`config.mk`:
```
export PLATFORM = sky130hd
export DESIGN_NAME = gcqc_class
export DESIGN_NICKNAME = d
export VERILOG_FILES = /design/src/hdl/gcqc_pkg.sv /design/src/hdl/gcqc_class.sv
export SDC_FILE = /design/constraint.sdc
export NUM_CORES = 1
export LEC_CHECK = 0
export BUFFER_PORTS_ARGS = -buffer_cell sky130_fd_sc_hd__clkbuf_2
export CAP_MARGIN = 20
export CORE_AREA = 4 4 354 356
export DETAILED_ROUTE_END_ITERATION = 6
export DIE_AREA = 0 0 358 360
export MAX_ROUTING_LAYER = met4
export PLACE_DENSITY = 0.35
export SETUP_SLACK_MARGIN = 0.02
export SYNTH_ARGS = -nofsm -noshare
export SYNTH_HDL_FRONTEND = slang
export SYNTH_SLANG_ARGS = --single-unit
```
`constraint.sdc`:
```
create_clock -name clock -period 8 [get_ports clock]
set_input_delay 1.2 -clock clock [delete_from_list [all_inputs] [get_ports clock]]
set_output_delay 1.2 -clock clock [all_outputs]
set_load 0.01 [all_outputs]
```
`src/hdl/gcqc_pkg.sv`:
```
// Shared types, register codes and constants of the grid cell quad classifier.
`timescale 1ns / 1ps
`default_nettype none

package gcqc_pkg;

   localparam int COORD_WIDTH_DEF = 32;
   localparam int COUNT_WIDTH_DEF = 24;

   localparam int SIZE_LIMIT_W   = 31;
   localparam int POLE_RATIO_W   = 16;
   localparam int ASPECT_LIMIT_W = 16;
   localparam int CSR_DATA_W     = 31;
   localparam int CSR_INDEX_W    = 2;

   localparam logic [SIZE_LIMIT_W-1:0]   SIZE_LIMIT_RST   = SIZE_LIMIT_W'(64000000);
   localparam logic [POLE_RATIO_W-1:0]   POLE_RATIO_RST   = POLE_RATIO_W'(1000);
   localparam logic [ASPECT_LIMIT_W-1:0] ASPECT_LIMIT_RST = ASPECT_LIMIT_W'(100);

   typedef enum logic [CSR_INDEX_W-1:0] {
      REG_SIZE_LIMIT   = 2'd0,
      REG_POLE_RATIO   = 2'd1,
      REG_ASPECT_LIMIT = 2'd2
   } cfg_index_type;

   typedef struct packed {
      logic [SIZE_LIMIT_W-1:0]   size_limit;
      logic [POLE_RATIO_W-1:0]   pole_ratio;
      logic [ASPECT_LIMIT_W-1:0] aspect_limit;
   } cfg_type;

   typedef enum logic [2:0] {
      CLS_CW_CONVEX  = 3'd0,
      CLS_CCW_CONVEX = 3'd1,
      CLS_INVALID    = 3'd2,
      CLS_NOT_CONVEX = 3'd3,
      CLS_HUGE       = 3'd4,
      CLS_OBLONG     = 3'd5,
      CLS_POLE       = 3'd6
   } cell_class_type;

   typedef struct packed {
      cell_class_type cls;
      logic           last;
   } cls_item_type;

endpackage

`default_nettype wire

```
`src/hdl/gcqc_class.sv`:
```
// Classification stage: compares the products and picks the cell class by priority.
`timescale 1ns / 1ps
`default_nettype none

module gcqc_class
   import gcqc_pkg::*;
#(
   parameter int COORD_WIDTH = COORD_WIDTH_DEF
) (
   input  wire logic                                clock,
   input  wire logic                                load,
   input  wire cfg_type                             cfg,
   input  wire logic signed [2*COORD_WIDTH+1:0]     cross_pq [4],
   input  wire logic signed [2*COORD_WIDTH+1:0]     cross_rs [4],
   input  wire logic        [COORD_WIDTH+POLE_RATIO_W:0] pole1_prod,
   input  wire logic        [COORD_WIDTH+POLE_RATIO_W:0] pole2_prod,
   input  wire logic        [COORD_WIDTH+ASPECT_LIMIT_W-1:0] h_scaled,
   input  wire logic        [COORD_WIDTH+ASPECT_LIMIT_W-1:0] w_scaled,
   input  wire logic        [COORD_WIDTH:0]         span1,
   input  wire logic        [COORD_WIDTH:0]         span2,
   input  wire logic        [COORD_WIDTH-1:0]       box_w,
   input  wire logic        [COORD_WIDTH-1:0]       box_h,
   input  wire logic                                nan_in,
   input  wire logic                                last_in,
   output cls_item_type                             item
);

   localparam int CW = COORD_WIDTH;
   localparam int PW = CW + 1 + POLE_RATIO_W;
   localparam int AW = CW + ASPECT_LIMIT_W;
   localparam int SW = (CW > SIZE_LIMIT_W) ? CW : SIZE_LIMIT_W;

   logic [3:0]     turn_le, turn_ge;
   logic           is_pole, is_empty, is_huge, is_oblong;
   cell_class_type cls_in;
   cls_item_type   item_ff;

   always_comb begin
      for (int k = 0; k < 4; k++) begin
         turn_le[k] = (cross_pq[k] <= cross_rs[k]);
         turn_ge[k] = (cross_pq[k] >= cross_rs[k]);
      end
      is_pole   = (PW'(span2) > pole1_prod) || (PW'(span1) > pole2_prod);
      is_empty  = (box_w == '0) || (box_h == '0);
      is_huge   = (SW'(box_w) >= SW'(cfg.size_limit)) ||
                  (SW'(box_h) >= SW'(cfg.size_limit));
      is_oblong = (h_scaled < AW'(box_w)) || (AW'(box_h) > w_scaled);

      if (nan_in) begin
         cls_in = CLS_INVALID;
      end else if (is_pole) begin
         cls_in = CLS_POLE;
      end else if (is_empty) begin
         cls_in = CLS_INVALID;
      end else if (is_huge) begin
         cls_in = CLS_HUGE;
      end else if (is_oblong) begin
         cls_in = CLS_OBLONG;
      end else if (&turn_le) begin
         // Clockwise wins when every corner is straight.
         cls_in = CLS_CW_CONVEX;
      end else if (&turn_ge) begin
         cls_in = CLS_CCW_CONVEX;
      end else begin
         cls_in = CLS_NOT_CONVEX;
      end
   end

   always_ff @(posedge clock) begin
      if (load) begin
         item_ff.cls  <= cls_in;
         item_ff.last <= last_in;
      end
   end

   assign item = item_ff;

endmodule

`default_nettype wire

```
# ---- Yosys cells after proc, flatten, opt, wreduce, memory -nomap -nowiden
# Cells that the tools add are included.
dict set report classes {
  reduce_logical 10
  muxes 6
  magnitude_cmp 14
}
# op n
set ops {}
lappend ops {{$ge 66x66->1} 4}
lappend ops {{$le 66x66->1} 4}
lappend ops {{$gt 33x49->1} 2}
lappend ops {{$ge 32x31->1} 2}
lappend ops {{$logic_not 32->1} 2}
lappend ops {{$gt 32x48->1} 1}
lappend ops {{$lt 48x32->1} 1}
lappend ops {{$mux 3} 4}
lappend ops {{$reduce_and 4->1} 2}
lappend ops {{$logic_or 1x1->1} 4}
lappend ops {{$mux 2} 2}
lappend ops {{$reduce_or 4->1} 1}
lappend ops {{$reduce_or 3->1} 1}
dict set report totals {
  wordCells 34
  regBits 4
  output_inout_bits 4
}

# ---- Longest topological paths before layout
dict set report logic_depth {
  depth_word 8
  depth_mapped 12
  ltp_nobuf 12
}

# ---- Worst setup path before layout
# OpenSTA, ideal clock, no wires.
dict set report synth_timing {
  kind {input port to flip-flop}
  from {in cross_rs[131] (netlist bit)}
  to {reg item_ff, in the netlist item[2] (data pin)}
  stages 9
  required_ps 7732
  arrival_time_ps 3435
  setup_slack_ps 4297
  setup_time_ps 268
  path_cell_list {inv_1 ha_1 nand4_2 nor4_2 nand3_1 or4_1 or3_1 a2111oi_2 o31ai_1}
}
dict set report synth_between {
  elab_chain_cells 6
}
# item line_no
set synth_lines {}
lappend synth_lines {{start: declaration} gcqc_class.sv:14} ;# input wire logic signed [2*COORD_WIDTH+1:0] cross_rs [4],
lappend synth_lines {{$ge 66x66->1} gcqc_class.sv:41} ;# turn_ge[k] = (cross_pq[k] >= cross_rs[k]);
lappend synth_lines {{$reduce_and 4->1} gcqc_class.sv:62} ;# end else if (&turn_ge) begin
lappend synth_lines {{$mux 2} gcqc_class.sv:62}
lappend synth_lines {{$mux 2 *} gcqc_class.sv:59} ;# end else if (&turn_le) begin
lappend synth_lines {{$mux 3 *} gcqc_class.sv:57} ;# end else if (is_oblong) begin
lappend synth_lines {{$mux 3 *} gcqc_class.sv:55} ;# end else if (is_huge) begin
lappend synth_lines {{end: declaration} gcqc_class.sv:36} ;# cls_item_type item_ff;
# Mark *: on every way between the ends. The rest lies on a longest branch, timed or not.
# A chain may end at the register's enable or synchronous reset.

# ---- Worst setup path after layout
dict set report layout_timing {
  from {in cross_rs[115] (netlist bit)}
  to {reg item_ff, in the netlist item[2] (data pin)}
}
# The elaborated chain is that of the path after synthesis.

==> impl_summary.txt <==
----------------------------------------------------
[Outcome]
  Outcome ... complete, no violations

[Timing]
  Minimum period implied by the final worst setup slack ... 5.30 ns
  Maximum achievable frequency ... 0.189 GHz
  Unrepaired setup endpoints after global routing ... false
  Crit path setup slack, layout ... 2.70 ns
  Setup violation total in the final timing report ... 0
  Tightest Pin Transition ... 1.10 ns
  Setup TNS Final ... 0 ns
  Fraction of the cycle the final worst path needs ... 66.2%
  Pins Over Slew Limit ... 0
  Hold Fails Final Rpt ... 0
  Relative slew slack ... 25.9%

[CTS]
  Clock root buffer ... clkbuf_16
  TritonCTS clock tree ... done
  Count of clock tree sinks ... 4
  CTS H-tree depth ... 1
  Cells resized by post-CTS repair ... 0
  Hold-fix buffers at CTS ... 0
  Post-CTS clock slew at the launch and capture registers of the worst setup and hold paths ... 0.03 ns
  Maximum count of clock buffers along a single path ... 2
  # Post-CTS Setup Buffers ... 0
  Total CTS buffers ... 3

[Logic synthesis]
  Most common flop cell mapped by yosys ... edfxtp_1
  Area contributors post-synth ... ha_1, inv_1, a21oi_1, nand4_1, a21o_1
  Post-Synthesis Cells ... 1656
  Synth Area per Inst ... 7.11 um2
  Number of synthesized flops with an enable pin ... 4
  Share of synthesized flip-flops with an asynchronous set or reset ... 0%
  Number of warnings issued by yosys ... 0
  Number of flip-flops and latches in the synthesized netlist ... 4
  Area share of the leading cell type in the synthesized netlist ... 48.4%
  Sequential-to-total area share from yosys stat ... 1.02%
  Cell taking the most area after synthesis ... ha_1
  Netlist area before placement ... 0.0118 mm2
  Net count after synthesis ... 3030
  Library cells used by synthesis ... 49

[Global routing]
  Met3 track demand over resource in global routing ... 3.86%
  Initial antenna violation count ... 68
  Remaining global-route overflow ... 0
  First-pass GRT wire length ... 118000 um
  Met2 Track Usage GR ... 24.6%
  GR Util All Layers ... 13.4%
  Via count of the first global-routing pass ... 15985
  Routing usage on met1 ... 14.9%
  Most crowded layer after global routing ... met2
  Maximum number of pins on one net before global-route repair ... 5

[Cells and area]
  Synthesis-to-finish area growth ... 56.8%
  Flip-flop count of the largest register after layout ... 4
  Area taken by multi-input logic gates ... 0.0100 mm2
  Layout cells sized above 1 ... 35.2%
  Total number of nets in the final design ... 3926
  Flip-flop and latch area ... 120 um2
  Core occupancy in the finished layout ... 15.2%
  Most common cell after layout, fill and taps aside ... clkbuf_2
  Final cell count without fillers ... 4216
  Number of fill cells in the layout ... 14337
  Most frequent cells in the layout ... clkbuf_2, ha_1, inv_1

[Setup path]
  Library cell contributing the largest single delay on the critical path ... nor4_1
  CP max FO ... 3
  Data required time at the worst endpoint ... 7.93 ns
  Series of cell instances along the critical path ... clkbuf_2 -> inv_1 -> ha_1 -> nand4_1 -> nor4_1 -> nand3_1 -> or4_1 -> or3_1 -> a2111oi_2 -> o31ai_1
  CP arrival ... 5.23 ns
  Startpoint class of the critical path ... input port
  CP Capture Type ... flop
  Max stage delay on crit path ... 0.90 ns
  CP Launch Point ... cross_rs[115]
  Cell family with the largest share of critical-path delay ... simple AND/OR/NAND/NOR gates
  Setup CP Type ... in -> reg
  Buf/Inv on CP ... 2

[Routing]
  Via density ... 3.57
  Count of antenna-violating nets left after detailed routing ... 0
  First-pass iteration count of the detailed router ... 5
  DRC errors left ... 0
  Violation count after the first detailed-route iteration ... 501
  Wire length after detailed routing ... 88400 um
  Routed via count ... 15062
  Post-DR wirelength/cell ... 21.0 um

[Power and ir drop]
  Power per cell area ... 50.6 mW/mm2
  Total power draw ... 933 uW
  Static Leakage ... 0.0111 uW
  Maximum resistive drop on vdd ... 0.0000746 V

[Die]
  Starting utilization of the core area ... 9.67%
  I/O pin count ... 923
  Die width ... 358 um
  Die ar. ... 0.129 mm2
  Placeable Area ... 0.122 mm2
  Die outline height ... 360 um
  Rows ... 128

[Hold path]
  Start point of the worst min-delay path ... last_in
  Hold crit path type ... in -> reg

[Place]
  Buffers added on ports ... 890
  Gp weighted congestion ... 0.900
  Detailed placement HPWL ... 86800 um
  Dpl cells ... 4172
  Worst-case setup slack after placement ... 2.26 ns

[Flow run]
  Max cap viols ... 0

----------------------------------------------------
-- metal layers --
layer	wire length (um)	share of wire, %
met5	0	0
met4	722	0.82
met3	7030	8.0
met2	45400	51
met1	35200	40
-- worst paths after layout --
check / endpoint / slack (ns) / cells past startpoint
hold / removal: item[0] / 1.19 / 1
setup / recovery: item[2] / 2.70 / 10
-- power breakdown --
group	internal [uW]	leakage [uW]	switching [uW]
logic	391	0.0110	439
registers	25.2	0.0000389	0.486
clock network	63.8	0.0000372	13.9
total	480	0.0111	453
-- layout make-up --
| cell class | count | share of cell area [%] |
|---|---|---|
| multi-input cells | 1211 | 54.2 |
| repair buffers | 891 | 24.2 |
| well taps | 1625 | 11.0 |
| inverters | 441 | 8.97 |
| flip-flops and latches | 4 | 0.651 |
| diodes | 41 | 0.556 |
| clock buffers | 3 | 0.407 |
-- synthesized netlist by cell type, drive strengths merged, types with 2 or more instances --
cell	number
ha	455
inv	441
a21oi	151
nand2	93
nand4	79
o21ai	74
nor2	57
a21o	52
nor4	43
nand3	35
a211oi	25
nor3	24
nor2b	14
a221oi	12
o211ai	12
nand2b	8
o21a	8
or4	8
a2111oi	6
and4	6
a31oi	4
and3	4
edfxtp	4
o221ai	4
or3	4
xor2	4
a211o	3
a221o	2
a41o	2
nand4b	2
o211a	2
o21bai	2
o311ai	2
o31ai	2
-- stage by stage --
step | hold WS (ns) | instance area [um2]
2_1_floorplan | 1.30 | 11800
3_3_place_gp | 1.44 | 18300
3_5_place_dp | 1.44 | 18300
4_1_cts | 1.21 | 18300
5_1_grt | 1.20 | 18400
6_report | 1.19 | 18400
-- logic make-up after synthesis --
group	synth area share, %
simple gates	16.7
compound gates	19.5
fa+ha+maj	48.4
flops	1.02
xor+xnor	0.372
buf+inv	14.1
Note: power is estimated with default switching activity, not from simulation.
