**src/hdl/gcqc_pkg.sv**
```systemverilog
// Shared types, register codes and constants of the grid cell quad classifier.
`timescale 1ns / 1ps
`default_nettype none

package gcqc_pkg;

   localparam int COORD_WIDTH_DEF = 32;
   localparam int COUNT_WIDTH_DEF = 24;

   localparam int SIZE_LIMIT_W   = 31;
   localparam int POLE_RATIO_W   = 16;
   localparam int ASPECT_LIMIT_W = 16;
   localparam int CSR_DATA_W     = 31;
   localparam int CSR_INDEX_W    = 2;

   localparam logic [SIZE_LIMIT_W-1:0]   SIZE_LIMIT_RST   = SIZE_LIMIT_W'(64000000);
   localparam logic [POLE_RATIO_W-1:0]   POLE_RATIO_RST   = POLE_RATIO_W'(1000);
   localparam logic [ASPECT_LIMIT_W-1:0] ASPECT_LIMIT_RST = ASPECT_LIMIT_W'(100);

   typedef enum logic [CSR_INDEX_W-1:0] {
      REG_SIZE_LIMIT   = 2'd0,
      REG_POLE_RATIO   = 2'd1,
      REG_ASPECT_LIMIT = 2'd2
   } cfg_index_type;

   typedef struct packed {
      logic [SIZE_LIMIT_W-1:0]   size_limit;
      logic [POLE_RATIO_W-1:0]   pole_ratio;
      logic [ASPECT_LIMIT_W-1:0] aspect_limit;
   } cfg_type;

   typedef enum logic [2:0] {
      CLS_CW_CONVEX  = 3'd0,
      CLS_CCW_CONVEX = 3'd1,
      CLS_INVALID    = 3'd2,
      CLS_NOT_CONVEX = 3'd3,
      CLS_HUGE       = 3'd4,
      CLS_OBLONG     = 3'd5,
      CLS_POLE       = 3'd6
   } cell_class_type;

   typedef struct packed {
      cell_class_type cls;
      logic           last;
   } cls_item_type;

endpackage

`default_nettype wire

```
**src/hdl/gcqc_geom.sv**
```systemverilog
// Geometry stage: edge vectors, opposite x spans and bounding box size of a cell.
`timescale 1ns / 1ps
`default_nettype none

module gcqc_geom
   import gcqc_pkg::*;
#(
   parameter int COORD_WIDTH = COORD_WIDTH_DEF
) (
   input  wire logic                          clock,
   input  wire logic                          load,
   input  wire logic [8*COORD_WIDTH-1:0]      coords,
   input  wire logic                          nan_in,
   input  wire logic                          last_in,
   output logic signed [COORD_WIDTH:0]        edge_x [4],
   output logic signed [COORD_WIDTH:0]        edge_y [4],
   output logic        [COORD_WIDTH:0]        span1,
   output logic        [COORD_WIDTH:0]        span2,
   output logic        [COORD_WIDTH-1:0]      box_w,
   output logic        [COORD_WIDTH-1:0]      box_h,
   output logic                               nan_out,
   output logic                               last_out
);

   localparam int CW = COORD_WIDTH;

   logic signed [CW:0]   px [4];
   logic signed [CW:0]   py [4];
   logic signed [CW:0]   ex_in [4];
   logic signed [CW:0]   ey_in [4];
   logic        [CW:0]   span1_in, span2_in;
   logic signed [CW:0]   max_x01, max_x23, min_x01, min_x23;
   logic signed [CW:0]   max_y01, max_y23, min_y01, min_y23;
   logic signed [CW:0]   max_x, min_x, max_y, min_y;
   logic signed [CW:0]   w_diff, h_diff;

   logic signed [CW:0]   ex_ff [4];
   logic signed [CW:0]   ey_ff [4];
   logic        [CW:0]   span1_ff, span2_ff;
   logic        [CW-1:0] w_ff, h_ff;
   logic                 nan_ff, last_ff;

   always_comb begin
      for (int k = 0; k < 4; k++) begin
         px[k] = $signed({coords[(2*k+1)*CW-1], coords[(2*k)*CW +: CW]});
         py[k] = $signed({coords[(2*k+2)*CW-1], coords[(2*k+1)*CW +: CW]});
      end
      // Edge k runs from corner k to the next corner around the ring.
      for (int k = 0; k < 4; k++) begin
         ex_in[k] = px[(k + 1) & 3] - px[k];
         ey_in[k] = py[(k + 1) & 3] - py[k];
      end
      span1_in = (px[0] >= px[3]) ? unsigned'(px[0] - px[3]) : unsigned'(px[3] - px[0]);
      span2_in = (px[2] >= px[1]) ? unsigned'(px[2] - px[1]) : unsigned'(px[1] - px[2]);

      max_x01 = (px[0] > px[1]) ? px[0] : px[1];
      max_x23 = (px[2] > px[3]) ? px[2] : px[3];
      min_x01 = (px[0] < px[1]) ? px[0] : px[1];
      min_x23 = (px[2] < px[3]) ? px[2] : px[3];
      max_y01 = (py[0] > py[1]) ? py[0] : py[1];
      max_y23 = (py[2] > py[3]) ? py[2] : py[3];
      min_y01 = (py[0] < py[1]) ? py[0] : py[1];
      min_y23 = (py[2] < py[3]) ? py[2] : py[3];
      max_x   = (max_x01 > max_x23) ? max_x01 : max_x23;
      min_x   = (min_x01 < min_x23) ? min_x01 : min_x23;
      max_y   = (max_y01 > max_y23) ? max_y01 : max_y23;
      min_y   = (min_y01 < min_y23) ? min_y01 : min_y23;
      w_diff  = max_x - min_x;
      h_diff  = max_y - min_y;
   end

   always_ff @(posedge clock) begin
      if (load) begin
         for (int k = 0; k < 4; k++) begin
            ex_ff[k] <= ex_in[k];
            ey_ff[k] <= ey_in[k];
         end
         span1_ff <= span1_in;
         span2_ff <= span2_in;
         w_ff     <= w_diff[CW-1:0];
         h_ff     <= h_diff[CW-1:0];
         nan_ff   <= nan_in;
         last_ff  <= last_in;
      end
   end

   assign edge_x   = ex_ff;
   assign edge_y   = ey_ff;
   assign span1    = span1_ff;
   assign span2    = span2_ff;
   assign box_w    = w_ff;
   assign box_h    = h_ff;
   assign nan_out  = nan_ff;
   assign last_out = last_ff;

endmodule

`default_nettype wire

```
**config.mk**
```make
export PLATFORM = sky130hd
export DESIGN_NAME = gcqc_geom
export DESIGN_NICKNAME = d
export VERILOG_FILES = /design/src/hdl/gcqc_pkg.sv /design/src/hdl/gcqc_geom.sv
export SDC_FILE = /design/constraint.sdc
export NUM_CORES = 2
export LEC_CHECK = 0
export BUFFER_PORTS_ARGS = -buffer_cell sky130_fd_sc_hd__clkbuf_2
export CAP_MARGIN = 20
export CORE_MARGIN = 3
export CORE_UTILIZATION = 40
export CTS_CLUSTER_DIAMETER = 50
export DETAILED_ROUTE_END_ITERATION = 10
export HOLD_SLACK_MARGIN = 0.06
export PLACE_DENSITY = 0.72
export SETUP_SLACK_MARGIN = 0.05
export SLEW_MARGIN = 0
export SYNTH_ARGS = -nofsm -noshare
export SYNTH_HDL_FRONTEND = slang
export SYNTH_SLANG_ARGS = --single-unit
```
**constraint.sdc**
```tcl
create_clock -name clock -period 11.24 [get_ports clock]
set_input_delay 1.124 -clock clock [delete_from_list [all_inputs] [get_ports clock]]
set_output_delay 1.124 -clock clock [all_outputs]
set_load 0.005 [all_outputs]
```
Yosys cells after proc, flatten, opt, wreduce, memory -nomap -nowiden
Cells that the tools add are included.
- output and inout bits: 396
- input port bits: 260
- logic and storage cells: 54
- flip-flop bits (word level): 396
- mux-type cells: 14
- add/sub/neg operators: 12
- magnitude comparators: 14
- operator list (cell ; count):
    33-bit 2-to-1 mux ; 10
    32-bit by 32-bit subtractor with 33-bit output ; 10
    32-bit > comparator ; 4
    32-bit less-than comparator ; 4
    32-bit 2-to-1 mux ; 4
    33-bit > comparator ; 2
    33-bit less-than comparator ; 2
    32-bit greater-or-equal comparator ; 2
    32-bit subtractor ; 2

Depth between registers and ports, before layout
- word-level depth: 5
- mapped depth: 45
- mapped depth without buffers: 42

Worst setup path after synthesis
OpenSTA, ideal clock, no wires.
- path kind: input port to flip-flop
- start: in coords[161]
- end: reg h_ff[30], in the netlist box_h[30], data pin
- buffers on the path: 3
- slack: 1484 ps
- arrival time: 9499 ps
- setup time: 258 ps
- data required time: 10982 ps
- stages: 44
- cells stage by stage: inv_1 ha_1 nor2b_1 o2111ai_1 a31oi_1 o41a_1 o31a_1 o21a_1 nand2_1 clkbuf_1 clkbuf_1 nand2_1 o21ai_0 inv_1 ha_1 a21o_1 a21o_1 a21o_1 [8 not listed] buf_4 mux2i_1 ha_1 inv_1 fa_1 a21o_1 a21o_1 a21oi_1 o21ai_0 a2111oi_0 or3_1 a31oi_1 o41ai_1 o2111ai_1 o21ai_0 o21ai_0 a21oi_1 xnor2_1
- longest elaborated chain between the ends: 5
- elaborated cells between the ends (all ways): 9
- classes of those cells: add/sub: 1; order compare: 4; mux: 4
- ends and longest elaborated chain (what ; line ; RTL):
    from (decl) ; gcqc_geom.sv:12 ; input wire logic [8*COORD_WIDTH-1:0] coords,
    32-bit > comparator / 32-bit less-than comparator (equally long branches) ; gcqc_geom.sv:61, gcqc_geom.sv:63 ;
    33-bit 2-to-1 mux (on tied branches) ; gcqc_geom.sv:61, gcqc_geom.sv:63 ;
    33-bit > comparator / 33-bit less-than comparator (equally long branches) ; gcqc_geom.sv:66, gcqc_geom.sv:67 ;
    32-bit 2-to-1 mux (on tied branches) ; gcqc_geom.sv:66, gcqc_geom.sv:67 ;
    32-bit subtractor * ; gcqc_geom.sv:69 ; h_diff = max_y - min_y;
    via h_diff[30] ; gcqc_geom.sv:35 ; logic signed [CW:0] w_diff, h_diff;
    to (signal assigned) ; gcqc_geom.sv:81 ; h_ff <= h_diff[CW-1:0];
    to (decl) ; gcqc_geom.sv:40 ; logic [CW-1:0] w_ff, h_ff;
Mark *: on every way through the listed nets, which the timed path passes. The rest lies on a longest branch.
A chain may end at the register's enable or synchronous reset.

Worst setup path after layout
Same ends and word-level chain as after synthesis.

==> impl_metrics.toml <==
[status]
status = "completed"

[global_routing]
grt_pass1_vias = 35271
grt_use_total = 0.298
grt_overflow = 0
grt_first_pass_wirelength_um = 222000
grt_max_degree = 84
antenna_found_initial = 26

[synth]
synth_area_per_cell_um2 = 8.62
syn_area_um2 = 38700
ys_ff_latch = 394
syn-num-nets = 5264
synth_seq_area_share = 0.306
synth_ff_type = "edfxtp_1"
synthArstFlopShare = 0
synth_top_area_share = 0.306
netlist-cell-type-count = 85
synthTopCellsByArea = "edfxtp_1 (31%), ha_1 (16%), a21oi_1 (5.9%), xnor2_1 (4.9%), inv_1 (4.4%)"
yosys_warnings = 0
yosys.area.top_type = "edfxtp_1"
synth_edf_count = 394
synth_cells = 4484

[routing]
vias = 36446
drc_errors = 0
initialDrtViolationCount = 2998
dr.pass1.iters = 6
wl_um = 155000
via_per_inst = 5.65
drt-wirelength-per-cell_um = 24.0
drtAntennaViolNets = 0

[layout]
drive_gt1_frac = 0.169
final_util = 0.480
layout.nets = 5898
layout_common_cells = "clkbuf_2 (654), ha_1 (508), inv_1 (454)"
fin_cells = 6455
synthToLayoutAreaGrowth_pct = 18.5
layout_commonest_cell = "clkbuf_2"

[floorplanning]
dieArea_um2 = 100000
ioPinCount = 656
die_h_um = 317
die_x_um = 317
rows = 113
core_area_um2 = 95400
initial_utilization = 0.405

[sta]
rsz0062_at_grt = "no"
setup-violations-final = 0
tns_ns = 0
timing.fmax_mhz = 98.9
tightest_slew_ns = 0.988
fin_crit_sh = 0.900
worst_hold_slack_ns = 0.690
maxSlewHeadroom = 0.336
period_needed_ns = 10.11
finalHoldViolCount = 0
slew_violations = 0

[pwr]
intPower_w = 0.00532
vdd_drop_max_uv = 139
leakage_nw = 21.9
seq_power_share = 0.257
powerDensity_nw_per_um2 = 199
power_switching_w = 0.00381
p_clk_frac = 0.232
power.total_w = 0.00913
switching_share = 0.418
p_comb_frac = 0.511

[clocking]
postCtsSetupRepairBufs = 0
root_buffer = "clkbuf_16"
cts_resized = 0
cts_tree = "done"
cts_made_buffers = 67
cts.sinks = 394
clock_path_buffers = 3
path_clk_slew_ns = 0.05
htreeDepth = 3
hold_buffers = 0

[worst_setup_path]
worstSetupEndpointType = "flop"
worstSetupStartpointType = "primary input"
worstSetupPathType = "in2reg"
worst_ep_arrival_time_ns = 10.48
cp_max_fo = 58
critPathRequiredTime_ns = 11.61
cpMaxStageDelayCell = "a2111oi_0"
cpPeakStageDelay_ns = 0.62
critPathBufInv = 6
crit_family = "compound AO/OA/AOI/OAI gates"

[placed_design]
portBuffers = 655
dp.cells = 6314
hpwl_um = 131000
gp_congestion = 0.977

[run]
cap_violations = 0

[hold_path]
hold_path_class = "in2reg"
==> sequential cells by signal, indices dropped and copies added (netlist names) <==
| name | flops |
|---|---|
| edge_x | 132 |
| edge_y | 132 |
| box_h | 32 |
| box_w | 32 |
| span1 | 32 |
| span2 | 32 |
| last_out | 1 |
| nan_out | 1 |
==> layout make-up <==
class                      instances  area (µm²)
fill                            9327       49600
multi-input combinational       3494       24700
sequential                       394       11800
timing repair buffer             707        3710
clock buffer                      75        1730
inverter                         454        1700
tap                             1265        1580
clock inverter                    45         544
antenna                           21        52.6
==> synthesized netlist by cell type (67+ instances only) <==
cell / count
mux2i_1: 119
inv_1: 454
xnor2_1: 217
nor2b_1: 67
nand3_1: 74
ha_1: 508
o21ai_0: 323
a21oi_1: 453
a21o_1: 199
nand2_1: 375
o21a_1: 75
clkbuf_1: 123
edfxtp_1: 394
xor2_1: 104
nor2_1: 358
==> power groups by stage <==
| stage | clock [W] | sequential [W] | combinational, W |
|---|---|---|---|
| floorplan | 0 | 0.00232 | 0.00288 |
| global placement | 0 | 0.00237 | 0.00457 |
| detailed placement | 0 | 0.00236 | 0.00456 |
| CTS | 0.00216 | 0.00235 | 0.00462 |
| global route | 0.00223 | 0.00236 | 0.00508 |
| finish | 0.00212 | 0.00234 | 0.00467 |
==> kinds of logic after synthesis <==
family,count (synthesis),share of synthesized area
AO/OA/AOI/OAI,1360,0.218
AND/OR/NAND/NOR,1161,0.139
buffers and inverters,596,0.0588
adder cells (fa/ha/maj),520,0.171
flip-flops,394,0.306
XOR/XNOR,323,0.0737
multiplexers,130,0.0343
==> stage by stage <==
stage	setup WS (ns)	area (µm²)
2_1_floorplan	1.48	38700
3_3_place_gp	0.619	43500
3_5_place_dp	0.494	43500
4_1_cts	1.14	45800
5_1_grt	0.445	45800
6_report	1.13	45800
==> final timing paths <==
kind | slack [ns] | cells past startpoint | to | start
min | 0.69 | 1 | nan_out$_DFFE_PP_ | nan_in
max | 1.13 | 43 | box_h[30]$_DFFE_PP_ | coords[161]
==> metal layers <==
metal | share of wire | vias to the layer above | GRT usage | wire, µm
li1 | - | 17365 | - | -
met1 | 0.41 | 17210 | 0.371 | 63100
met2 | 0.47 | 1590 | 0.509 | 73200
met3 | 0.074 | 269 | 0.0462 | 11500
met4 | 0.046 | 12 | 0.133 | 7130
met5 | 0.00056 | - | 0 | 87
(Power assumes the default switching activity.)
