$ cat src/hdl/gcqc_pkg.sv
// Shared types, register codes and constants of the grid cell quad classifier.
`timescale 1ns / 1ps
`default_nettype none

package gcqc_pkg;

   localparam int COORD_WIDTH_DEF = 32;
   localparam int COUNT_WIDTH_DEF = 24;

   localparam int SIZE_LIMIT_W   = 31;
   localparam int POLE_RATIO_W   = 16;
   localparam int ASPECT_LIMIT_W = 16;
   localparam int CSR_DATA_W     = 31;
   localparam int CSR_INDEX_W    = 2;

   localparam logic [SIZE_LIMIT_W-1:0]   SIZE_LIMIT_RST   = SIZE_LIMIT_W'(64000000);
   localparam logic [POLE_RATIO_W-1:0]   POLE_RATIO_RST   = POLE_RATIO_W'(1000);
   localparam logic [ASPECT_LIMIT_W-1:0] ASPECT_LIMIT_RST = ASPECT_LIMIT_W'(100);

   typedef enum logic [CSR_INDEX_W-1:0] {
      REG_SIZE_LIMIT   = 2'd0,
      REG_POLE_RATIO   = 2'd1,
      REG_ASPECT_LIMIT = 2'd2
   } cfg_index_type;

   typedef struct packed {
      logic [SIZE_LIMIT_W-1:0]   size_limit;
      logic [POLE_RATIO_W-1:0]   pole_ratio;
      logic [ASPECT_LIMIT_W-1:0] aspect_limit;
   } cfg_type;

   typedef enum logic [2:0] {
      CLS_CW_CONVEX  = 3'd0,
      CLS_CCW_CONVEX = 3'd1,
      CLS_INVALID    = 3'd2,
      CLS_NOT_CONVEX = 3'd3,
      CLS_HUGE       = 3'd4,
      CLS_OBLONG     = 3'd5,
      CLS_POLE       = 3'd6
   } cell_class_type;

   typedef struct packed {
      cell_class_type cls;
      logic           last;
   } cls_item_type;

endpackage

`default_nettype wire

$ cat src/hdl/gcqc_tally.sv
// Tally stage: saturating orientation counts, flip verdict and the result register.
`timescale 1ns / 1ps
`default_nettype none

module gcqc_tally
   import gcqc_pkg::*;
#(
   parameter int COUNT_WIDTH = COUNT_WIDTH_DEF
) (
   input  wire logic         clock,
   input  wire logic         reset,
   input  wire logic         load,
   input  wire cls_item_type item,
   output cell_class_type    cls,
   output logic              last,
   output logic              flip
);

   localparam logic [COUNT_WIDTH-1:0] COUNT_MAX = '1;

   logic [COUNT_WIDTH-1:0] cw_ff, ccw_ff, cw_in, ccw_in;
   logic [COUNT_WIDTH-1:0] cw_new, ccw_new;
   logic                   flip_in;
   cell_class_type         cls_ff;
   logic                   last_ff, flip_ff;

   always_comb begin
      cw_new  = cw_ff;
      ccw_new = ccw_ff;
      if (item.cls == CLS_CW_CONVEX && cw_ff != COUNT_MAX) begin
         cw_new = cw_ff + 1'b1;
      end else if (item.cls == CLS_CCW_CONVEX && ccw_ff != COUNT_MAX) begin
         ccw_new = ccw_ff + 1'b1;
      end
      // The verdict counts the last cell too, then both counts start over.
      if (item.last) begin
         flip_in = ({1'b0, ccw_new} > {cw_new, 1'b0});
         cw_in   = '0;
         ccw_in  = '0;
      end else begin
         flip_in = 1'b0;
         cw_in   = cw_new;
         ccw_in  = ccw_new;
      end
   end

   always_ff @(posedge clock) begin
      if (reset) begin
         cw_ff  <= '0;
         ccw_ff <= '0;
      end else if (load) begin
         cw_ff  <= cw_in;
         ccw_ff <= ccw_in;
      end
   end

   always_ff @(posedge clock) begin
      if (load) begin
         cls_ff  <= item.cls;
         last_ff <= item.last;
         flip_ff <= flip_in;
      end
   end

   assign cls  = cls_ff;
   assign last = last_ff;
   assign flip = flip_ff;

endmodule

`default_nettype wire

$ cat config.mk
export PLATFORM = sky130hd
export DESIGN_NAME = gcqc_tally
export DESIGN_NICKNAME = d
export VERILOG_FILES = /design/src/hdl/gcqc_pkg.sv /design/src/hdl/gcqc_tally.sv
export SDC_FILE = /design/constraint.sdc
export NUM_CORES = 1
export LEC_CHECK = 0
export CORE_MARGIN = 1.5
export CORE_UTILIZATION = 58
export CTS_CLUSTER_SIZE = 25
export DETAILED_ROUTE_END_ITERATION = 10
export DONT_BUFFER_PORTS = 1
export PLACE_DENSITY_LB_ADDON = 0.2
export SLEW_MARGIN = 0
export SYNTH_ARGS = -nofsm -noshare
export SYNTH_HDL_FRONTEND = slang
export SYNTH_SLANG_ARGS = --single-unit
$ cat constraint.sdc
create_clock -name clock -period 3.2 [get_ports clock]
set_clock_uncertainty 0.1 [all_clocks]
set_input_delay 0.64 -clock clock [delete_from_list [all_inputs] [get_ports clock]]
set_output_delay 0.64 -clock clock [all_outputs]
set_load 0.005 [all_outputs]
**After elaboration in Yosys (flattened, before gate mapping)**

Cells that the tools add are included.
W data, S select, Z words.

- Output and inout port bits: 5
- Bits in registers: 53

- Equality and inequality tests: 3
- Add/subtract/negate cells: 2
- Reductions and logical operators: 3
- Mux-type cells: 5
- $lt $le $gt $ge: 1

Operator list:

| cell | count |
|---|---|
| $mux W24 | 5 |
| $add A24 B1 Y24 const B | 2 |
| $ne A24 B24 Y1 const B | 2 |
| $gt A24 B25 Y1 | 1 |
| $eq A3 B1 Y1 const B | 1 |
| $logic_not A3 Y1 | 1 |
| $logic_and A1 B1 Y1 | 2 |

**Longest topological paths before layout**

Gate-level depths: netlist of the first run.

- Depth in word-level cells: 5
- Mapped depth: 15
- Gate-level depth less buffers: 13

**Least setup slack after synthesis of the first run**

OpenSTA, ideal clock, no wires.

- Kind: input port to flip-flop
- From: in item[2] in the netlist's numbering
- To: reg flip_ff (netlist: flip) (data pin)
- Setup slack: -0.129 ns
- Stages: 13
- Arrival time: 2.974 ns
- Path through: or3b_2 -> nor3_1 -> and3_1 -> clkbuf_1 -> nand4_1 -> xnor2_1 -> ha_1 -> a21oi_1 -> o21ai_0 -> nand2b_1 -> a41oi_1 -> a211oi_1 -> and3_1

- Longest elaborated chain between the ends: 5
- Elaborated cells on any way between the ends: 8

Ends and longest elaborated chain:

| what | line | RTL |
|---|---|---|
| from (decl) | gcqc_tally.sv:13 | `input wire cls_item_type item,` |
| $eq A3 B1 Y1 | gcqc_tally.sv:32 | `end else if (item.cls == CLS_CCW_CONVEX && ccw_ff != COUNT_MAX) begin` |
| $logic_and A1 B1 Y1 | gcqc_tally.sv:32 |  |
| $mux W24 | gcqc_tally.sv:32 |  |
| $mux W24 | gcqc_tally.sv:30 | `if (item.cls == CLS_CW_CONVEX && cw_ff != COUNT_MAX) begin` |
| $gt A24 B25 Y1 (*) | gcqc_tally.sv:37 | `flip_in = ({1'b0, ccw_new} > {cw_new, 1'b0});` |
| to (signal assigned) | gcqc_tally.sv:61 | `flip_ff <= flip_in;` |
| to (decl) | gcqc_tally.sv:25 | `logic last_ff, flip_ff;` |

Mark *: on every way between the ends. The rest lies on a longest branch, timed or not.
A chain may end at the register's enable or synchronous reset.

**Worst setup path in the final report of the first run**

- From: reg cw_ff[22]
- To: reg flip_ff (netlist: flip) (data pin)

- Longest elaborated chain between the ends: 4
- Elaborated cells on any way between the ends: 6

Ends and longest elaborated chain:

| what | line | RTL |
|---|---|---|
| from (decl) | gcqc_tally.sv:21 | `logic [COUNT_WIDTH-1:0] cw_ff, ccw_ff, cw_in, ccw_in;` |
| from (signal assigned) | gcqc_tally.sv:52 | `cw_ff <= cw_in;` |
| parallel branches: the longest is 3 deep, another holds $add A24 B1 Y24 | n/a |  |
| $gt A24 B25 Y1 (*) | gcqc_tally.sv:37 |  |

Mark *: on every way between the ends.

==> flow_summary.rst, run 1 <==
.. list-table::
   :header-rows: 1

   * - Metric
     - Value
   * - Cells on worst reg2reg path
     - 12
   * - P_sw
     - 296.8 uW
   * - Core box area
     - 6314 um2
   * - Area share of xor/xnor cells in the synthesized design
     - 0.1045
   * - Source of the worst register-to-register timing path
     - cw_ff[22]$_SDFFE_PP0P_
   * - Reg power frac
     - 0.549
   * - Power Density
     - 273.9 nW/um2
   * - Number of diodes
     - 0
   * - Number of setup violations in the final report
     - 0
   * - Arrival time of data at the critical path endpoint
     - 3100 ps
   * - Max IR drop VDD
     - 0.0002153 V
   * - Number of nets in the layout
     - 542
   * - Clock sink count
     - 53
   * - Wire length per cell after detailed routing
     - 19.05 um
   * - Flop-to-flop setup slack
     - 80 ps
   * - Combinational fraction of design power
     - 0.065
   * - Final weighted congestion in routability-driven placement
     - 0.9078
   * - Proportion of power drawn by the clock network
     - 0.386
   * - Worst setup startpoint
     - cw_ff[22]$_SDFFE_PP0P_
   * - Total count of hold-check failures in the final report
     - 0
   * - Actual slew at the worst max-slew pin
     - 569.4 ps
   * - Clock tree from TritonCTS
     - yes
   * - Maximum buffer depth of the clock tree
     - 2
   * - Dominant register cell in the synthesized netlist
     - sky130_fd_sc_hd__dfxtp_1
   * - Endpoint with the worst hold slack
     - cw_ff[16]$_SDFFE_PP0P_
   * - Count of synthesis-stage warnings from yosys
     - 0
   * - Post-synthesis share of cell area spent on full adders, half adders and majority gates
     - 0.08292
   * - Pre-CTS setup slack
     - -86.24 ps
   * - Fraction of the yosys area taken by sequential cells
     - 0.2945
   * - Initial Utilization
     - 0.5975
   * - Die width
     - 83.65 um
   * - Tightest slew margin relative to the limit
     - 0.6190
   * - Total congestion overflow after global routing
     - 0
   * - Hold Buf Count CTS
     - 0
   * - Layout Area Growth over Synthesis
     - 19.44%
   * - Clock transition at the registers of the reported paths
     - 110 ps
   * - Crit path setup slack, layout
     - 83.07 ps
   * - Post-Syn Instances
     - 459
   * - EDFF count, synth
     - 5
   * - Critical path capture point type
     - flop
   * - Number of CTS-inserted buffers
     - 5
   * - Top-level I/O count
     - 12
   * - Hpwl dp
     - 7749 um
   * - Number of antenna violations at the first check in global routing
     - 0
   * - Minimum clock period after layout
     - 3117 ps
   * - Combinational family with the most area after synthesis
     - simple AND/OR/NAND/NOR gates
   * - Count of TritonRoute iterations in the first routing pass
     - 6
   * - Run status
     - completed
   * - Setup CP Type
     - flop to flop
   * - Slew Limit Fails
     - 0
   * - Type of origin of the critical path
     - flop
   * - Syn Nets
     - 491
   * - Area of the mapped netlist
     - 3772 um2
   * - Max-cap check violation count
     - 0
   * - Post-route DRC violation count
     - 0
   * - Destination of the worst register-to-register timing path
     - flip$_SDFFCE_PN0P_
   * - Sw Share
     - 0.2405
   * - Final ANT Viol Nets
     - 0
   * - Instance count along the most critical hold path
     - 1
   * - Clk_lat worst skew
     - 320 ps
   * - Worst-path maximum fanout
     - 4
   * - Number of vias per cell after detailed routing
     - 6.631
   * - Die Outline Area
     - 6996 um2
   * - Peak clock frequency supported by timing
     - 320.8 MHz
   * - Via Count
     - 3899
   * - Multiplexer share of the synthesized area
     - 0.005307
   * - Sum of negative setup slack
     - 0 ps
   * - Number of levels in the clock H-tree
     - 2
   * - Period Utilization, post-route
     - 0.9740
   * - Leakage power summed over all cells
     - 1.707 nW
   * - Fill cell instance count of the final layout
     - 489
   * - FFs w/ async S/R, synth
     - 0
   * - Vias in the first global route
     - 3722
   * - Detailed-route wire length
     - 11200 um
   * - Share of post-route cells with drive strength above 1
     - 0.2270
   * - Beginning of the worst hold path
     - reset
   * - Number of DRC markers after the initial detailed-route iteration
     - 300
   * - Mean post-synth cell area
     - 8.219 um2
   * - Cell at the root of the clock tree
     - sky130_fd_sc_hd__clkbuf_8
   * - Most frequent cells in the layout
     - sky130_fd_sc_hd__buf_4 (71), sky130_fd_sc_hd__a21oi_1 (36), sky130_fd_sc_hd__dfxtp_1 (35), sky130_fd_sc_hd__nand2_1 (34), sky130_fd_sc_hd__o21ai_0 (29)
   * - Most frequent standard cell in the layout excluding fill and tap cells
     - sky130_fd_sc_hd__buf_4
   * - Vertical extent of the die
     - 83.65 um
   * - Simple-gate share of the synthesized area
     - 0.2683
   * - Number of cell rows
     - 29
   * - Internal power
     - 937.4 uW
   * - Worst path required time
     - 3180 ps
   * - Flop and latch count out of synthesis
     - 53
   * - Global-route wire length before repair
     - 17590 um
   * - Pin count of the biggest net entering global routing
     - 30
   * - Unique cell type count in the Yosys netlist
     - 57
   * - Hold crit path type
     - primary input to flop
   * - Compound-cell area share of the yosys netlist
     - 0.2083
   * - Overall Power
     - 1.234 mW
   * - Total of buffers placed on input and output ports
     - 0
   * - Global-route usage over all layers
     - 0.3134
## worst max-delay path by stage
stage                     slack [ps]            endpoint  depth (start not counted)
final                             80  flip$_SDFFCE_PN0P_                         12
after detailed placement         -90  flip$_SDFFCE_PN0P_                         12
after CTS                         30  flip$_SDFFCE_PN0P_                         13
after global routing             -40  flip$_SDFFCE_PN0P_                         11
after global placement           -40  flip$_SDFFCE_PN0P_                         10
after floorplan                   20  flip$_SDFFCE_PN0P_                         13
## cells in the mapped netlist (3+ instances only)
| cell type | number | area share |
|---|---|---|
| sky130_fd_sc_hd__dfxtp_1 | 48 | 0.25 |
| sky130_fd_sc_hd__a21oi_1 | 36 | 0.048 |
| sky130_fd_sc_hd__nand2_1 | 34 | 0.034 |
| sky130_fd_sc_hd__o21ai_0 | 30 | 0.040 |
| sky130_fd_sc_hd__nand3_1 | 29 | 0.038 |
| sky130_fd_sc_hd__xnor2_1 | 28 | 0.065 |
| sky130_fd_sc_hd__a31oi_1 | 25 | 0.041 |
| sky130_fd_sc_hd__ha_1 | 25 | 0.083 |
| sky130_fd_sc_hd__nor2_1 | 18 | 0.018 |
| sky130_fd_sc_hd__or3_1 | 18 | 0.030 |
| sky130_fd_sc_hd__nand4_1 | 17 | 0.028 |
| sky130_fd_sc_hd__xor2_1 | 17 | 0.039 |
| sky130_fd_sc_hd__clkbuf_1 | 16 | 0.016 |
| sky130_fd_sc_hd__and3_1 | 11 | 0.018 |
| sky130_fd_sc_hd__nor3_1 | 11 | 0.015 |
| sky130_fd_sc_hd__buf_2 | 10 | 0.013 |
| sky130_fd_sc_hd__and4_1 | 7 | 0.016 |
| sky130_fd_sc_hd__nand2b_1 | 6 | 0.010 |
| sky130_fd_sc_hd__o31ai_1 | 6 | 0.012 |
| sky130_fd_sc_hd__a32o_1 | 5 | 0.013 |
| sky130_fd_sc_hd__a41oi_1 | 5 | 0.012 |
| sky130_fd_sc_hd__edfxtp_1 | 5 | 0.040 |
| sky130_fd_sc_hd__nor2b_1 | 4 | 0.0066 |
| sky130_fd_sc_hd__nor4_1 | 4 | 0.0066 |
| sky130_fd_sc_hd__a22o_1 | 3 | 0.0070 |
| sky130_fd_sc_hd__and2_1 | 3 | 0.0050 |
| sky130_fd_sc_hd__inv_1 | 3 | 0.0030 |
## per-stage QoR
step                      hold WS, ps  cell area, um2  cells    util
final                           268.4            4506    588  0.7136
after global routing            265.5            4506    588  0.7136
after CTS                       278.0            4379    583  0.6936
after detailed placement        402.7            4263    575  0.6752
after global placement          371.5            4263    575  0.6752
after floorplan                 353.8            3792    459       -
## routing by layer
| layer | wire [um] | GRT usage | vias up |
|---|---|---|---|
| met1 | 4638 | 0.3849 | 1845 |
| met3 | 811 | 0.05539 | 40 |
| met2 | 5342 | 0.5389 | 174 |
| met4 | 411 | 0.1341 | 0 |
| met5 | 0 | 0 | - |
| li1 | - | - | 1840 |
## cell type report
class,count,area (um2),area share
multi-input combinational,374,2613,0.5798
clock buffer,5,68.82,0.01527
clock inverter,3,46.29,0.01027
sequential,53,1130,0.2508
timing repair buffer,71,533.0,0.1183
tap,77,96.34,0.02138
inverter,5,18.77,0.004166
## power groups by stage
stage	Combinational (mW)	Sequential, mW	Clock (mW)
finish	0.0800	0.677	0.477
global route	0.0851	0.678	0.501
CTS	0.0733	0.679	0.479
detailed placement	0.0729	0.694	0
global placement	0.0713	0.694	0
floorplan	0.0552	0.693	0
## flip-flops by register name, indices dropped and copies added (netlist names)
name,cells
ccw_ff,24
cw_ff,24
cls,3
flip,1
last,1
## logic make-up after synthesis
kind of cell	after synthesis
and+or+nand+nor	176
DFF	53
buffers and inverters	32
AOI/OAI and AO/OA	126
adders and majority gates	25
xor gates and xnor gates	45
muxes	2
## critical path, cell delays in order, from the launching register on
cell	delay [ps]
sky130_fd_sc_hd__dfxtp_1	410
sky130_fd_sc_hd__nand4_1	220
sky130_fd_sc_hd__buf_4	220
sky130_fd_sc_hd__nor2_1	350
sky130_fd_sc_hd__nor2_1	190
sky130_fd_sc_hd__nand3_1	160
sky130_fd_sc_hd__xor2_1	180
sky130_fd_sc_hd__ha_1	320
sky130_fd_sc_hd__a21oi_1	160
sky130_fd_sc_hd__nand2_1	140
sky130_fd_sc_hd__a41oi_2	190
sky130_fd_sc_hd__a211oi_1	70
sky130_fd_sc_hd__and3_1	180
## what timing repair did
item / 4_1_cts / 5_1_grt
resized for setup: 1 / 27
endpoints found under the setup margin: 1 / 1
setup buffers: 0 / 5
pin swaps: 0 / 8
No activity file was read; power rests on OpenSTA's default activity.
==> run 2, diff against run 1 <==
CAP_MARGIN = 20   (was default)
CORE_UTILIZATION = 60   (was 58)
CTS_BUF_LIST = sky130_fd_sc_hd__clkbuf_8   (was default)
==> run 2 against run 1 <==
Register-to-register slack improved by 50 ps. Worst hold slack got worse by 8.5 ps. Routed wire length decreased by 0.19%. Die area decreased by 3.2%. Clock power decreased by 3%. Setup slack improved by 48 ps. Non-clock buffer count unchanged. Flip-flop and latch count unchanged. Cell count decreased by 0.34%. Utilization increased by 3.4 points. Global-route usage increased by 2.8 points.
==> flow_summary.rst, run 2 (synthesis results as in run 1) <==
.. list-table::
   :header-rows: 1

   * - Metric
     - Value
   * - Destination of the worst register-to-register timing path
     - flip$_SDFFCE_PN0P_
   * - Number of levels in the clock H-tree
     - 2
   * - Share of post-route cells with drive strength above 1
     - 0.2074
   * - Final Core Density
     - 0.7475
   * - Flop-to-flop setup slack
     - 130 ps
   * - Post-route DRC violation count
     - 0
   * - Maximum buffer depth of the clock tree
     - 2
   * - Total count of hold-check failures in the final report
     - 0
   * - Clk_lat worst skew
     - 320 ps
   * - Arrival time of data at the critical path endpoint
     - 3060 ps
   * - Power Density
     - 271.7 nW/um2
   * - Worst setup startpoint
     - cw_ff[1]$_SDFFE_PP0P_
   * - Max-cap check violation count
     - 0
   * - Number of DRC markers after the initial detailed-route iteration
     - 289
   * - Most frequent cells in the layout
     - sky130_fd_sc_hd__buf_4 (70), sky130_fd_sc_hd__dfxtp_1 (42), sky130_fd_sc_hd__a21oi_1 (36), sky130_fd_sc_hd__nand2_1 (34), sky130_fd_sc_hd__nand3_1 (29)
   * - Detailed-route wire length
     - 11180 um
   * - Final ANT Viol Nets
     - 0
   * - Sw Share
     - 0.2351
   * - Cell at the root of the clock tree
     - sky130_fd_sc_hd__clkbuf_8
   * - Post-placement cell area
     - 4283 um2
   * - Number of nets in the layout
     - 542
   * - Slew Limit Fails
     - 0
   * - Design area
     - 4478 um2
   * - Peak clock frequency supported by timing
     - 325.8 MHz
   * - P_sw
     - 286.1 uW
   * - Number of cell rows
     - 28
   * - Hold Slack
     - 259.9 ps
   * - Period Utilization, post-route
     - 0.9591
   * - Cells on worst reg2reg path
     - 14
   * - Combinational fraction of design power
     - 0.064
   * - Most frequent standard cell in the layout excluding fill and tap cells
     - sky130_fd_sc_hd__buf_4
   * - Total congestion overflow after global routing
     - 0
   * - Worst path required time
     - 3200 ps
   * - Instance count along the most critical hold path
     - 1
   * - Layout Area Growth over Synthesis
     - 18.71%
   * - Number of diodes
     - 0
   * - Pre-CTS setup slack
     - -109.5 ps
   * - Run status
     - completed
   * - Crit path setup slack, layout
     - 130.9 ps
   * - Actual slew at the worst max-slew pin
     - 841.3 ps
   * - Max IR drop VDD
     - 0.0002144 V
   * - Hold crit path type
     - primary input to flop
   * - Number of placed instances, taps included
     - 576
   * - Final weighted congestion in routability-driven placement
     - 0.8998
   * - Overall Power
     - 1.217 mW
   * - Global-route usage over all layers
     - 0.3418
   * - Proportion of power drawn by the clock network
     - 0.379
   * - Minimum clock period after layout
     - 3069 ps
   * - Count of TritonRoute iterations in the first routing pass
     - 5
   * - Endpoint with the worst hold slack
     - ccw_ff[4]$_SDFFE_PP0P_
   * - Beginning of the worst hold path
     - reset
   * - Clock tree from TritonCTS
     - yes
   * - Sum of negative setup slack
     - 0 ps
   * - Post-route non-filler standard cell count
     - 586
   * - Pin count of the biggest net entering global routing
     - 30
   * - Number of setup violations in the final report
     - 0
   * - Number of antenna violations at the first check in global routing
     - 0
   * - Die Outline Area
     - 6772 um2
   * - Top-level I/O count
     - 12
   * - RSZ-0062 raised after global routing
     - no
   * - Number of CTS-inserted buffers
     - 5
   * - Internal power
     - 930.7 uW
   * - Global-route wire length before repair
     - 17550 um
   * - Initial Utilization
     - 0.6297
   * - Wire length per cell after detailed routing
     - 19.08 um
   * - Clock transition at the registers of the reported paths
     - 110 ps
   * - Die width
     - 82.29 um
   * - Leakage power summed over all cells
     - 1.709 nW
   * - Setup CP Type
     - flop to flop
   * - Worst-path maximum fanout
     - 4
   * - Reg power frac
     - 0.557
   * - Vias in the first global route
     - 3756
   * - Source of the worst register-to-register timing path
     - cw_ff[1]$_SDFFE_PP0P_
   * - Hpwl dp
     - 7750 um
   * - Vertical extent of the die
     - 82.29 um
   * - Number of vias per cell after detailed routing
     - 6.734
   * - Via Count
     - 3946
   * - Total of buffers placed on input and output ports
     - 0
   * - Core box area
     - 5991 um2
   * - Clock sink count
     - 53
   * - Type of origin of the critical path
     - flop
   * - Hold Buf Count CTS
     - 0
   * - Tightest slew margin relative to the limit
     - 0.4376
   * - Critical path capture point type
     - flop
## run 2: cell types whose count changed in the layout (fill, tap and decap cells not counted), sizes merged
| cell | previous run | this run |
|---|---|---|
| clkinvlp | 1 | 0 |
| inv | 3 | 4 |
## run 2: power groups by stage
stage / registers, mW / logic [mW] / clock network, mW
finish: 0.678 / 0.0775 / 0.461
global route: 0.679 / 0.0829 / 0.486
CTS: 0.678 / 0.0742 / 0.463
detailed placement: 0.694 / 0.0737 / 0
global placement: 0.693 / 0.0721 / 0
floorplan: 0.693 / 0.0552 / 0
## run 2: final cells by class
cell class | count | area (um2)
clock buffers | 5 | 68.82
clock inverters | 3 | 38.79
fillers | 424 | 1513
inverters | 5 | 18.77
multi-input cells | 374 | 2603
flip-flops and latches | 53 | 1119
well taps | 75 | 93.84
repair buffers | 71 | 536.8
## run 2: worst max-delay path, stage by stage (launching register included)
cell                       delay, ps
sky130_fd_sc_hd__dfxtp_2         370
sky130_fd_sc_hd__ha_1            170
sky130_fd_sc_hd__nand2_1         110
sky130_fd_sc_hd__nor4_2          260
sky130_fd_sc_hd__buf_4           170
sky130_fd_sc_hd__a21oi_2          80
sky130_fd_sc_hd__and4_1          250
sky130_fd_sc_hd__xnor2_1         150
sky130_fd_sc_hd__ha_1            320
sky130_fd_sc_hd__a21o_1          190
sky130_fd_sc_hd__a21o_1          170
sky130_fd_sc_hd__a21oi_1         140
sky130_fd_sc_hd__nor2_1           70
sky130_fd_sc_hd__nand4b_1        160
sky130_fd_sc_hd__and3_1          150
## run 2: routing by layer
| metal | vias up | share of wire | global-route usage |
|---|---|---|---|
| met4 | 0 | 0.032 | 0.1356 |
| li1 | 1835 | - | - |
| met2 | 178 | 0.48 | 0.5894 |
| met5 | - | 0 | 0 |
| met1 | 1897 | 0.41 | 0.4176 |
| met3 | 36 | 0.074 | 0.06154 |
## run 2: how the worst max path moves through the flow
stage / to / slack, ps / depth (start not counted)
floorplan: flip$_SDFFCE_PN0P_ / 20 / 13
global placement: flip$_SDFFCE_PN0P_ / -30 / 12
detailed placement: flip$_SDFFCE_PN0P_ / -110 / 12
CTS: flip$_SDFFCE_PN0P_ / 90 / 12
global route: flip$_SDFFCE_PN0P_ / 10 / 12
finish: flip$_SDFFCE_PN0P_ / 130 / 14
## run 2: timing repair
action | 4_1_cts | 5_1_grt
endpoints found under the setup margin | 1 | 1
pin swaps | 0 | 2
buffers inserted | 0 | 2
resized for setup | 1 | 19
gates cloned | 0 | 0
